File: src/hw/rtl/mbrp_pkg.sv
`timescale 1ns / 1ps
`default_nettype none
// ----------------------------------------------------------------------------
// mbrp_pkg
// shared constants, record types and helpers for the sector 0 parser
// ----------------------------------------------------------------------------
package mbrp_pkg;

	localparam int POS_W        = 9;
	localparam int SECTOR_LAST  = 511;
	localparam int SECTOR_BYTES = 512;
	localparam int TABLE_OFFSET = 446;
	localparam int TABLE_BYTES  = 64;
	localparam int TAB_AW       = 6;
	localparam int NAME_OFFSET  = 82;
	localparam int NAME_LEN     = 5;
	localparam int BPS_OFFSET   = 11;
	localparam int FAT16_OFFSET = 22;
	localparam int FAT32_OFFSET = 36;
	localparam int SIG_POS_LOW  = 510;

	localparam logic [7:0] SIG_LOW        = 8'h55;
	localparam logic [7:0] SIG_HIGH       = 8'hAA;
	localparam logic [7:0] TYPE_FAT32     = 8'h0B;
	localparam logic [7:0] TYPE_FAT32_LBA = 8'h0C;

	// byte offsets inside one 16-byte entry
	localparam logic [3:0] ENTRY_TYPE_OFF = 4'd4;
	localparam int ENTRY_START_BASE = 7;
	// reads per entry: type byte, four start bytes, four length bytes
	localparam logic [3:0] ENTRY_READS = 4'd9;

	typedef enum logic [1:0] {
		KIND_PARTITION     = 2'd0,
		KIND_RAW_FAT32     = 2'd1,
		KIND_NO_PARTITIONS = 2'd2,
		KIND_BAD_SIGNATURE = 2'd3
	} kind_t;

	typedef struct packed {
		logic sig_ok;
		logic raw;
	} finish_t;

	typedef struct packed {
		kind_t       kind;
		logic [2:0]  num;
		logic [31:0] start;
		logic [31:0] total;
		logic [7:0]  code;
		logic        fat32;
		logic        last;
	} record_t;

	function automatic logic [7:0] fat_name_char(input logic [2:0] idx);
		logic [7:0] c;
		unique case (idx)
			3'd0:    c = 8'h46; // F
			3'd1:    c = 8'h41; // A
			3'd2:    c = 8'h54; // T
			3'd3:    c = 8'h33; // 3
			3'd4:    c = 8'h32; // 2
			default: c = 8'h00;
		endcase
		return c;
	endfunction

endpackage
`default_nettype wire

File: src/hw/rtl/mbrp_ram.sv
`timescale 1ns / 1ps
`default_nettype none
// ----------------------------------------------------------------------------
// mbrp_ram
// generic single write port, single read port ram with registered read
// ----------------------------------------------------------------------------
module mbrp_ram #(
	parameter int WIDTH = 8,
	parameter int DEPTH = 64
) (
	input  wire logic                     clk,
	input  wire logic                     wr_en,
	input  wire logic [$clog2(DEPTH)-1:0] wr_addr,
	input  wire logic [WIDTH-1:0]         wr_data,
	input  wire logic                     rd_en,
	input  wire logic [$clog2(DEPTH)-1:0] rd_addr,
	output logic      [WIDTH-1:0]         rd_data
);

	logic [WIDTH-1:0] mem [DEPTH];

	always_ff @(posedge clk) begin
		if (wr_en) begin
			mem[wr_addr] <= wr_data;
		end
		if (rd_en) begin
			rd_data <= mem[rd_addr];
		end
	end

endmodule
`default_nettype wire

File: src/hw/rtl/mbrp_capture.sv
`timescale 1ns / 1ps
`default_nettype none
// ----------------------------------------------------------------------------
// mbrp_capture
// byte position tracking, boot-sector field capture and table ram writes
// ----------------------------------------------------------------------------
module mbrp_capture
	import mbrp_pkg::*;
(
	input  wire logic              clk,
	input  wire logic              arst_n,
	input  wire logic              in_fire,
	input  wire logic [7:0]        data_byte,
	input  wire logic              start_of_sector,
	output logic                   wr_en,
	output logic [TAB_AW-1:0]      wr_addr,
	output logic [7:0]             wr_data,
	output logic                   fin_valid,
	output finish_t                fin
);

	logic [POS_W-1:0] pos_q;
	logic [POS_W-1:0] pos;
	logic             name_q;
	logic [15:0]      bps_q;
	logic [15:0]      f16_q;
	logic             large_q;
	logic             sig_low_q;

	logic             in_name;
	logic             in_large;
	logic             in_tab;
	logic [2:0]       name_idx;

	assign pos      = start_of_sector ? '0 : pos_q;
	assign in_name  = (pos >= POS_W'(NAME_OFFSET)) && (pos < POS_W'(NAME_OFFSET + NAME_LEN));
	assign in_large = (pos >= POS_W'(FAT32_OFFSET)) && (pos < POS_W'(FAT32_OFFSET + 4));
	assign in_tab   = (pos >= POS_W'(TABLE_OFFSET)) && (pos < POS_W'(TABLE_OFFSET + TABLE_BYTES));
	assign name_idx = 3'(pos - POS_W'(NAME_OFFSET));

	assign wr_en   = in_fire && in_tab;
	assign wr_addr = TAB_AW'(pos - POS_W'(TABLE_OFFSET));
	assign wr_data = data_byte;

	assign fin_valid  = in_fire && (pos == POS_W'(SECTOR_LAST));
	assign fin.sig_ok = sig_low_q && (data_byte == SIG_HIGH);
	assign fin.raw    = name_q ||
		((bps_q == 16'(SECTOR_BYTES)) && (f16_q == 16'd0) && large_q);

	always_ff @(posedge clk or negedge arst_n) begin
		if (!arst_n) begin
			pos_q     <= '0;
			name_q    <= 1'b1;
			bps_q     <= '0;
			f16_q     <= '0;
			large_q   <= 1'b0;
			sig_low_q <= 1'b0;
		end else if (in_fire) begin
			pos_q <= pos + 1'b1;
			if (pos == '0) begin
				name_q    <= 1'b1;
				large_q   <= 1'b0;
				sig_low_q <= 1'b0;
			end
			if (in_name && (data_byte != fat_name_char(name_idx))) begin
				name_q <= 1'b0;
			end
			if (pos == POS_W'(BPS_OFFSET))       bps_q[7:0]  <= data_byte;
			if (pos == POS_W'(BPS_OFFSET + 1))   bps_q[15:8] <= data_byte;
			if (pos == POS_W'(FAT16_OFFSET))     f16_q[7:0]  <= data_byte;
			if (pos == POS_W'(FAT16_OFFSET + 1)) f16_q[15:8] <= data_byte;
			if (in_large && (data_byte != 8'd0)) begin
				large_q <= 1'b1;
			end
			if (pos == POS_W'(SIG_POS_LOW)) begin
				sig_low_q <= (data_byte == SIG_LOW);
			end
		end
	end

endmodule
`default_nettype wire

File: src/hw/rtl/mbrp_emit.sv
`timescale 1ns / 1ps
`default_nettype none
// ----------------------------------------------------------------------------
// mbrp_emit
// walks the table ram entry by entry and emits one record per valid entry, or one status record
// ----------------------------------------------------------------------------
module mbrp_emit
	import mbrp_pkg::*;
(
	input  wire logic              clk,
	input  wire logic              arst_n,
	input  wire logic              fin_valid,
	input  wire finish_t           fin,
	input  wire logic [31:0]       disk_total,
	output logic                   rd_en,
	output logic [TAB_AW-1:0]      rd_addr,
	input  wire logic [7:0]        rd_data,
	output logic                   busy,
	output logic                   out_valid,
	input  wire logic              out_ready,
	output record_t                out_rec
);

	typedef enum logic [1:0] {
		ST_IDLE,
		ST_READ,
		ST_CHECK,
		ST_FINAL
	} state_t;

	state_t      state_q;
	logic [1:0]  ent_q;
	logic [3:0]  k_q;
	logic [7:0]  cur_type_q;
	logic [31:0] cur_start_q;
	logic [31:0] cur_len_q;
	logic        pend_q;
	logic [2:0]  pend_num_q;
	logic [7:0]  pend_type_q;
	logic [31:0] pend_start_q;
	logic [31:0] pend_len_q;
	logic [2:0]  cnt_q;
	kind_t       fin_kind_q;
	logic        out_valid_q;
	record_t     out_q;

	logic        out_free;
	logic        cur_ok;
	logic [3:0]  off;
	logic [3:0]  j;
	record_t     pend_rec;

	assign out_free  = !out_valid_q || out_ready;
	assign cur_ok    = (cur_type_q != 8'd0) && (cur_len_q != 32'd0) &&
		(cur_start_q < disk_total);
	assign off       = (k_q == 4'd0) ? ENTRY_TYPE_OFF : 4'(k_q + 4'(ENTRY_START_BASE));
	assign j         = k_q - 4'd1;
	assign rd_en     = (state_q == ST_READ) && (k_q != ENTRY_READS);
	assign rd_addr   = {ent_q, off};
	assign busy      = (state_q != ST_IDLE);
	assign out_valid = out_valid_q;
	assign out_rec   = out_q;

	always_comb begin
		pend_rec.kind  = KIND_PARTITION;
		pend_rec.num   = pend_num_q;
		pend_rec.start = pend_start_q;
		pend_rec.total = pend_len_q;
		pend_rec.code  = pend_type_q;
		pend_rec.fat32 = (pend_type_q == TYPE_FAT32) || (pend_type_q == TYPE_FAT32_LBA);
		pend_rec.last  = 1'b0;
	end

	always_ff @(posedge clk or negedge arst_n) begin
		if (!arst_n) begin
			state_q     <= ST_IDLE;
			ent_q       <= '0;
			k_q         <= '0;
			pend_q      <= 1'b0;
			cnt_q       <= '0;
			fin_kind_q  <= KIND_NO_PARTITIONS;
			out_valid_q <= 1'b0;
		end else begin
			if (out_ready) begin
				out_valid_q <= 1'b0;
			end
			unique case (state_q)
				ST_IDLE: begin
					if (fin_valid) begin
						ent_q  <= '0;
						k_q    <= '0;
						pend_q <= 1'b0;
						cnt_q  <= '0;
						if (!fin.sig_ok) begin
							fin_kind_q <= KIND_BAD_SIGNATURE;
							state_q    <= ST_FINAL;
						end else begin
							fin_kind_q <= fin.raw ? KIND_RAW_FAT32 : KIND_NO_PARTITIONS;
							state_q    <= ST_READ;
						end
					end
				end
				ST_READ: begin
					// data of the previous address lands now
					if (k_q != 4'd0) begin
						if (j == 4'd0) begin
							cur_type_q <= rd_data;
						end else if (j < 4'd5) begin
							cur_start_q <= {rd_data, cur_start_q[31:8]};
						end else begin
							cur_len_q <= {rd_data, cur_len_q[31:8]};
						end
					end
					if (k_q == ENTRY_READS) begin
						state_q <= ST_CHECK;
					end else begin
						k_q <= k_q + 4'd1;
					end
				end
				ST_CHECK: begin
					if (!cur_ok || !pend_q || out_free) begin
						if (cur_ok) begin
							// hold the newest valid entry until its successor is known
							if (pend_q) begin
								out_q       <= pend_rec;
								out_valid_q <= 1'b1;
							end
							pend_q       <= 1'b1;
							pend_num_q   <= cnt_q + 3'd1;
							pend_type_q  <= cur_type_q;
							pend_start_q <= cur_start_q;
							pend_len_q   <= cur_len_q;
							cnt_q        <= cnt_q + 3'd1;
						end
						if (ent_q == 2'd3) begin
							state_q <= ST_FINAL;
						end else begin
							ent_q   <= ent_q + 2'd1;
							k_q     <= '0;
							state_q <= ST_READ;
						end
					end
				end
				ST_FINAL: begin
					if (out_free) begin
						if (pend_q) begin
							out_q      <= pend_rec;
							out_q.last <= 1'b1;
						end else begin
							out_q.kind  <= fin_kind_q;
							out_q.num   <= '0;
							out_q.start <= '0;
							out_q.total <= '0;
							out_q.code  <= '0;
							out_q.fat32 <= 1'b0;
							out_q.last  <= 1'b1;
						end
						out_valid_q <= 1'b1;
						pend_q      <= 1'b0;
						state_q     <= ST_IDLE;
					end
				end
				default: state_q <= ST_IDLE;
			endcase
		end
	end

endmodule
`default_nettype wire

File: src/hw/rtl/mbr_sector_partition_parser_unit.sv
`timescale 1ns / 1ps
`default_nettype none
// ----------------------------------------------------------------------------
// mbr_sector_partition_parser_unit
// parses sector 0 of a disk into partition records
// ----------------------------------------------------------------------------
// usage
// - s_* stream carries the sector, one byte per transfer; tuser marks byte 0
//   of a new sector and drops any partial sector
// - cfg_* channel writes the disk size in sectors, always ready; write it
//   only while the block is idle
// - m_* stream gives one record per valid table entry, or a single raw
//   fat32 / no partitions / bad signature record; tlast ends the sector
// - bytes are taken at one per cycle while s_tready is high; the table bytes go into a 64-byte ram
// - after byte 511 s_tready drops while the sequencer reads nine bytes of
//   each entry and checks it, then hands over the final record; a bad
//   signature goes straight to the final record, and a stalled receiver
//   holds the check and the final record
// - the last record of a sector leaves from the output register, so the next
//   sector can start streaming while it still waits for m_tready
// - reset initialises position, capture flags, sequencer and output valid; the
//   disk size resets to zero, which makes every entry invalid
// ----------------------------------------------------------------------------
module mbr_sector_partition_parser_unit
	import mbrp_pkg::*;
(
	input  wire logic        clk,
	input  wire logic        arst_n,
	// slave stream
	input  wire logic        s_tvalid,
	output logic             s_tready,
	input  wire logic [7:0]  s_tdata,   // [7:0] data_byte
	input  wire logic [0:0]  s_tuser,   // [0] start_of_sector
	// configuration write
	input  wire logic        cfg_valid,
	output logic             cfg_ready,
	input  wire logic [31:0] cfg_data,  // disk_total_sectors
	// master stream
	output logic             m_tvalid,
	input  wire logic        m_tready,
	output logic [79:0]      m_tdata,   // [2:0] partition_number, [34:3] first_sector,
	                                    // [66:35] sector_total, [74:67] type_code,
	                                    // [79:75] zero
	output logic [2:0]       m_tuser,   // [1:0] record_kind, [2] fat32_type
	output logic             m_tlast    // last_record
);

	logic [31:0]     disk_q;
	logic            busy;
	logic            in_fire;
	logic            wr_en;
	logic [TAB_AW-1:0] wr_addr;
	logic [7:0]      wr_data;
	logic            rd_en;
	logic [TAB_AW-1:0] rd_addr;
	logic [7:0]      rd_data;
	logic            fin_valid;
	finish_t         fin;
	record_t         rec;

	// input stalls only while the table walk runs
	assign s_tready  = !busy;
	assign in_fire   = s_tvalid && s_tready;
	assign cfg_ready = 1'b1;

	always_ff @(posedge clk or negedge arst_n) begin
		if (!arst_n) begin
			disk_q <= '0;
		end else if (cfg_valid) begin
			disk_q <= cfg_data;
		end
	end

	mbrp_capture u_capture (
		.clk             (clk),
		.arst_n          (arst_n),
		.in_fire         (in_fire),
		.data_byte       (s_tdata),
		.start_of_sector (s_tuser[0]),
		.wr_en           (wr_en),
		.wr_addr         (wr_addr),
		.wr_data         (wr_data),
		.fin_valid       (fin_valid),
		.fin             (fin)
	);

	// raw copy of the partition table, bytes 446 to 509
	mbrp_ram #(
		.WIDTH (8),
		.DEPTH (TABLE_BYTES)
	) u_table (
		.clk     (clk),
		.wr_en   (wr_en),
		.wr_addr (wr_addr),
		.wr_data (wr_data),
		.rd_en   (rd_en),
		.rd_addr (rd_addr),
		.rd_data (rd_data)
	);

	mbrp_emit u_emit (
		.clk        (clk),
		.arst_n     (arst_n),
		.fin_valid  (fin_valid),
		.fin        (fin),
		.disk_total (disk_q),
		.rd_en      (rd_en),
		.rd_addr    (rd_addr),
		.rd_data    (rd_data),
		.busy       (busy),
		.out_valid  (m_tvalid),
		.out_ready  (m_tready),
		.out_rec    (rec)
	);

	assign m_tdata = {5'd0, rec.code, rec.total, rec.start, rec.num};
	assign m_tuser = {rec.fat32, rec.kind};
	assign m_tlast = rec.last;

endmodule
`default_nettype wire
File: config.mk
export PLATFORM = sky130hd
export DESIGN_NAME = mbr_sector_partition_parser_unit
export DESIGN_NICKNAME = d
export VERILOG_FILES = /design/src/hw/rtl/mbrp_pkg.sv /design/src/hw/rtl/mbrp_ram.sv /design/src/hw/rtl/mbrp_capture.sv /design/src/hw/rtl/mbrp_emit.sv /design/src/hw/rtl/mbr_sector_partition_parser_unit.sv
export SDC_FILE = /design/constraint.sdc
export NUM_CORES = 1
export LEC_CHECK = 0
export ABC_AREA = 1
export BUFFER_PORTS_ARGS = -buffer_cell sky130_fd_sc_hd__buf_2
export CAP_MARGIN = 20
export CORE_UTILIZATION = 65
export CTS_BUF_LIST = sky130_fd_sc_hd__clkbuf_8
export CTS_CLUSTER_SIZE = 10
export DETAILED_ROUTE_END_ITERATION = 10
export GPL_TIMING_DRIVEN = 0
export PLACE_DENSITY_LB_ADDON = 0.25
export RECOVER_POWER = 100
export SLEW_MARGIN = 10
export SYNTH_ARGS = -nofsm -noshare
export SYNTH_HDL_FRONTEND = slang
export SYNTH_SLANG_ARGS = --single-unit
File: constraint.sdc
create_clock -name clk -period 15.7 [get_ports clk]
set_input_delay 0.785 -clock clk [delete_from_list [all_inputs] [get_ports clk]]
set_output_delay 0.785 -clock clk [all_outputs]
set_load 0.05 [all_outputs]
# Word-level counts from Yosys, hierarchy flattened
# Memory sizes are Yosys's and may differ from the RTL's. A register that Yosys moved wholly into a read port is not among the register bits.
# Index checks and enable logic that the tools add are counted.
# W data, S select, Z words.
[op_classes] n_lt_le_gt_ge=8 reduce_logical=59 eq_ne=30 n_bitwise=2 mux=50 add_sub_neg=8
[ops] op="$mux W79" n=5
[ops] op="$pmux W79 S2" n=1
[ops] op="$pmux W7 S5" n=1
[ops] op="$lt A32 B32 Y1" n=1
[ops] op="$reduce_bool A32 Y1" n=1
[ops] op="$mux W2" n=11
[ops] op="$mux W4" n=5
[ops] op="$reduce_and A4 Y1" n=5
[ops] op="$reduce_and A5 Y1" n=4
[ops] op="$eq A9 B4 Y1 const B" n=2
[ops] op="$eq A9 B5 Y1 const B" n=2
[ops] op="$eq A9 B9 Y1 const B" n=2
[ops] op="$eq A16 B10 Y1 const B" n=1
[ops] op="$eq A8 B4 Y1 const B" n=2
[ops] op="$logic_not A16 Y1" n=1
[ops] op="$mux W1" n=16
[ops] op="$reduce_and A2 Y1" n=8
[ops] op="$reduce_bool A8 Y1" n=2
[ops] op="$logic_and A1 B1 Y1" n=14
[ops] op="$pmux W4 S3" n=1
[ops] op="$reduce_bool A2 Y1" n=6
[ops] op="$add A9 B1 Y9 const B" n=1
[ops] op="$ge A9 B6 Y1 const B" n=1
[ops] op="$ge A9 B7 Y1 const B" n=1
[ops] op="42 further kinds" n=63
[word_totals] output_inout_bits=87 register_bits=317 word_cells=188 in_bits=46 ram_bits=512 memories=1
[mem_list] name="u_table.mem" depth=64 word_bits=8 rd=1 rd_clocked_by_memory_dff=1 write_ports=1 line_no="mbrp_ram.sv:20" source="logic [WIDTH-1:0] mem [DEPTH];"

# Depth between registers and ports, before layout
[depth] ltp_word=9 depth_mapped=17 mapped_depth_nobuf=16

# By module
# From an unflattened synthesis, not the netlist that was laid out.
[hier_totals] hier_cells=2991 area_unflattened_um2=34818.4
[modules_own_cells] module="mbrp_ram" n_inst=1 cells_each=1805 seq_area_each_um2=15615.0 area_each_um2=21419.3
[modules_own_cells] module="mbrp_emit" n_inst=1 cells_each=726 seq_area_each_um2=7163.1 area_each_um2=9536.6
[modules_own_cells] module="mbrp_capture" n_inst=1 cells_each=313 seq_area_each_um2=1102.3 area_each_um2=2506.2
[modules_own_cells] module="mbr_sector_partition_parser_unit" n_inst=1 cells_each=147 seq_area_each_um2=800.8 area_each_um2=1356.3

# Worst setup path after synthesis
# OpenSTA, ideal clock, no wires.
[synth_path] path_kind="register -> register" start="register u_emit.cur_start_q[30]" end="register u_emit.out_q, in the netlist u_emit.out_rec[0], enable pin" path_buffers=0 required_time_ps=15158 stages_incl_launch_ff=11 period_less_slack_ps=5869 t_arrival_ps=5327 path_slack_ps=9831 setup_ps=542 cell_sequence="edfxtp_1 > ha_1 > a21oi_1 > nand2_1 > nand2_1 > nand3b_1 > nor2_1 > nand3_1 > a21oi_1 > o21ai_0 > a21oi_1"
[synth_between] elab_chain_cells=7
[synth_rtl] element="start: declaration" line_no="mbrp_emit.sv:35" source="logic [31:0] cur_start_q;"
[synth_rtl] element="start signal: assignment" line_no="mbrp_emit.sv:109" source="cur_start_q <= {rd_data, cur_start_q[31:8]};"
[synth_rtl] element="$lt A32 B32 Y1 *" line_no="mbrp_emit.sv:55" source="(cur_start_q < disk_total);"
[synth_rtl] element="$logic_and A1 B1 Y1 *" line_no="mbrp_emit.sv:54" source="assign cur_ok = (cur_type_q != 8'd0) && (cur_len_q != 32'd0) &&"
[synth_rtl] element="$logic_not A1 Y1" line_no="mbrp_emit.sv:121" source="if (!cur_ok || !pend_q || out_free) begin"
[synth_rtl] element="$logic_or A1 B1 Y1 (2 in a row)" line_no="mbrp_emit.sv:121"
[synth_rtl] element="$ne A2 B1 Y1 (no line)"
[synth_rtl] element="$reduce_and A6 Y1 (no line) *"
[synth_rtl] element="end signal: assignment" line_no="mbrp_emit.sv:125" source="out_q <= pend_rec;"
[synth_rtl] element="end signal: assignment" line_no="mbrp_emit.sv:147" source="out_q <= pend_rec;"
[synth_rtl] element="end: declaration" line_no="mbrp_emit.sv:45" source="record_t out_q;"
# Mark *: on every way between the ends. The rest lies on a longest branch, timed or not.
# A chain may end at the register's enable or synchronous reset.

# Final worst setup path
[layout_path] start="input port arst_n" end="register u_emit.out_q, in the netlist u_emit.out_rec[35], enable pin"
[layout_between] elab_chain_cells=1
[layout_rtl] element="start: declaration" line_no="mbr_sector_partition_parser_unit.sv:28" source="input wire logic arst_n,"
[layout_rtl] element="$reduce_and A6 Y1 (no line)"
# No other way between the ends.

==> summary.md <==
| Metric | Value |
|---|---|
| First-pass GRT wire length | between 100 and 150 mm |
| Initial DRC count | around 3600 |
| I/O pins | around 130 |
| Synth Register Bits | between 800 and 900 |
| Die Ht | approximately 230 um |
| Vias in the first global route | roughly 23000 |
| Dpl cells | between 3000 and 4000 |
| Slew HR | -1.255 |
| CTS Buf Count | between 100 and 150 |
| Die ar. | about 0.053 mm2 |
| Max-Cap Viols | 18 |
| CTS tree | built |
| CP max stage cell | clkbuf_1 |
| Max FO, Critical Path | 48 |
| RSZ-0062 raised after global routing | false |
| Fin Setup TNS | 0 ns |
| H-tree lvl count | 4 |
| Post-synth EDFFs | 746 |
| RePlAce Congestion | between 1 and 1.5 |
| Design area | between 0.03 and 0.04 mm2 |
| Most used cell, CP | clkbuf_1 |
| Tightest Pin Transition | approximately 3.4 ns |
| Post_cts resized | 0 |
| Dominant register cell in the synthesized netlist | edfxtp_1 |
| Routed WL per cell | ~27 um |
| Layout area overhead | 11.38% |
| Crit-path cells | clkbuf_1 > clkbuf_1 > o2111ai_1 > a21oi_1 > clkbuf_1 > clkbuf_1 |
| Critical Path Sink Type | flop |
| CP Launch Type | input port |
| Clock root buffer | clkbuf_8 |
| Synthesis warning total | 0 |
| Family with the most delay on the worst path | buffers and inverters |
| Post-route insts no fill | approximately 3700 |
| R2r setup slk | around 9.2 ns |
| Worst Hold Slack | just over 0.2 ns |
| TritonRoute pass-1 iters | 9 |
| Netlist cell types | between 40 and 50 |
| Clk Latency, worst-skew pair | 0.81 ns |
| Port Buffers | between 100 and 150 |
| Register area share after synthesis | 0.7286 |
| Slew Viols, Final | between 600 and 700 |
| Antenna Violating Nets Remaining | 0 |
| Cell Rows | 83 |
| PwrDens | between 100 and 150 mW/mm2 |
| Post-synth ARST share | 0.1087 |
| Worst min path class | in2reg |
| Worst vdd ir | approximately 0.00010 V |
| Synth top area cells | edfxtp_1 (66%), dfrtp_1 (6.6%), o211ai_1 (3.5%), nor2_1 (3.3%), nand2_1 (3.1%) |
| DR vias/cell | 6.299 |
| Critical path required time | around 16 ns |
| Core box area | between 0.05 and 0.06 mm2 |
| CTS Hold Buffers Added | 0 |
| Fillers | approximately 3400 |
| Tot GR Track Use | 0.3858 |
| Final worst slack | ~7 ns |
| Initial antenna violation count | 3 |
| Max stage delay on crit path | around 1.9 ns |
| Layout cells sized above 1 | 0.1393 |
| Overflow after GRT | 0 |
| Failing checks | capacitance limit, slew limit |
| Critical path class | in2reg |
| Final setup vio count | 0 |
| CP arrival | between 9 and 10 ns |
| Fmax | around 110 MHz |
| DP Area | ~0.036 mm2 |
| Largest net degree at the start of global routing | between 60 and 70 |
| WP buf/inv | 4 |
| Setup Buffers After CTS | 0 |
| Clk_skew | roughly 0.024 ns |
| Clk sinks | 837 |
| DP Worst Slack | around 11 ns |
| Initial Utilization | 0.6590 |
| Reg clk slew, reported paths | roughly 0.06 ns |
| Total Power | between 4 and 5 mW |
| # DRC | 0 |
| Leakage dissipation | ~13 nW |
| Final worst path period share | 0.5561 |
| Post-layout util | 0.7339 |
| Detailed Route WL | roughly 100 mm |
| Synth area leader | edfxtp_1 |
| Cells after synthesis | roughly 2600 |
| Vias | 23250 |
| Mapped Avg Cell Area | 12.93 um2 |
| Die X | about 230 um |
| Final Hold Viols | 0 |
| Synth top area share | 0.6613 |
| Status | finished, violations left |
| Hpwl dp | about 67 mm |
| Minimum clock period | approximately 8.7 ns |
| Clock tree buffer depth | 3 |
| NumNets Final | 3000 |
| Synthesized area | 0.03387 mm2 |
cell type report:
type | instances | area, um2 | share of cell area
diodes | 4 | 10.01 | 0.0002653
plain buffers | 134 | 641.9 | 0.01701
clock buffers | 136 | 1872 | 0.04961
inverters | 195 | 732.0 | 0.01940
flip-flops and latches | 837 | 24680 | 0.6542
well taps | 680 | 850.8 | 0.02255
multi-input cells | 1457 | 7821 | 0.2073
repair buffers | 148 | 599.3 | 0.01589
clock inverters | 100 | 520.5 | 0.01380
worst min-delay path, cell delays in order:
cell and delay [ns]:
buf_2 0.08, nand2_1 0.04, o21ai_0 0.06
power breakdown:
part | switching [mW] | internal [mW] | total (mW) | leakage [nW]
Sequential | 0.00592 | 2.43 | 2.44 | 7.91
Clock | 0.863 | 0.845 | 1.71 | 1.41
Combinational | 0.0775 | 0.0257 | 0.103 | 4.15
Total | 0.946 | 3.30 | 4.25 | 13.5
layer usage:
layer,track usage,vias to the layer above,wire [um]
met3,0.1200,419,12300
met1,0.4767,11170,34850
met2,0.6036,1692,46360
li1,-,9971,-
met5,0,-,83
met4,0.2262,4,6621
synth_stat cells (5+ instances only):
| master | instances |
|---|---|
| o21ai_1 | 6 |
| nor4_1 | 11 |
| buf_6 | 5 |
| clkbuf_1 | 54 |
| buf_2 | 57 |
| buf_4 | 11 |
| a21oi_1 | 24 |
| nand4_1 | 14 |
| o211ai_1 | 158 |
| inv_2 | 7 |
| nand3_1 | 205 |
| nor3_1 | 11 |
| inv_1 | 187 |
| or2_2 | 141 |
| o21ai_0 | 155 |
| xor2_1 | 13 |
| ha_1 | 48 |
| nand2_1 | 279 |
| o221ai_1 | 32 |
| o22ai_1 | 16 |
| edfxtp_1 | 746 |
| dfrtp_1 | 89 |
| nor2_1 | 302 |
| o31ai_1 | 8 |
| buf_1 | 7 |
flip-flops by register name, indices dropped and copies added (netlist names), 2 cells and up:
| signal | cells |
|---|---|
| u_table.mem | 512 |
| u_emit.out_rec | 79 |
| disk_q | 32 |
| u_emit.cur_len_q | 32 |
| u_emit.cur_start_q | 32 |
| u_emit.pend_len_q | 32 |
| u_emit.pend_start_q | 32 |
| u_capture.bps_q | 16 |
| u_capture.f16_q | 16 |
| u_capture.pos_q | 9 |
| u_emit.cur_type_q | 8 |
| u_emit.pend_type_q | 8 |
| u_table.rd_data | 8 |
| u_emit.k_q | 4 |
| u_emit.cnt_q | 3 |
| u_emit.pend_num_q | 3 |
| u_emit.ent_q | 2 |
| u_emit.fin_kind_q | 2 |
| u_emit.state_q | 2 |
worst paths after layout:
| path | startpoint | to | depth (start not counted) |
|---|---|---|---|
| hold reg to reg | u_emit.cur_len_q[0]$_DFFE_PP_ | u_emit.pend_len_q[0]$_DFFE_PP_ | 0 |
| hold / removal | cfg_data[31] | disk_q[31]$_DFFE_PN0P_ | 3 |
| max in group asynchronous | arst_n | u_emit.k_q[0]$_DFFE_PN0P_ | 2 |
| setup reg to reg | disk_q[30]$_DFFE_PN0P_ | u_emit.out_rec[35]$_DFFE_PP_ | 13 |
| min in group asynchronous | arst_n | u_capture.pos_q[0]$_DFFE_PN0P_ | 1 |
| setup / recovery | arst_n | u_emit.out_rec[35]$_DFFE_PP_ | 6 |
logic make-up (layout without fill, tap and decap cells):
| family | Yosys count | count (layout) | share of synthesized area |
|---|---|---|---|
| DFF | 837 | 837 | 0.7286 |
| other | 2 | 10 | 0.0002217 |
| xor gates and xnor gates | 16 | 16 | 0.004359 |
| adders and majority gates | 48 | 48 | 0.01773 |
| buffers and inverters | 329 | 713 | 0.04089 |
| AOI/OAI and AO/OA | 411 | 411 | 0.07812 |
| and+or+nand+nor | 975 | 975 | 0.1297 |
| muxes | 1 | 1 | 0.0003324 |
layout by cell type, fill, tap and decap left out, types with 5 or more instances in the layout:
cell type,synthesis,final
or2_2,141,141
a21oi_1,24,24
inv_1,187,243
nor3_1,11,11
o221ai_1,32,32
o211ai_1,158,158
xor2_1,13,13
nand4_1,14,14
dfrtp_1,89,89
buf_4,11,9
inv_6,0,6
conb_1,2,6
clkinv_1,1,22
o22ai_1,16,16
o31ai_1,8,8
ha_1,48,48
clkinv_2,0,10
nand3_1,205,205
nor2_1,302,303
clkbuf_8,0,136
clkbuf_1,54,177
nor4_1,11,10
nand2_1,279,281
buf_6,5,5
o21ai_0,155,159
buf_2,57,89
edfxtp_1,746,746
Power figures use the tool's default switching activity.
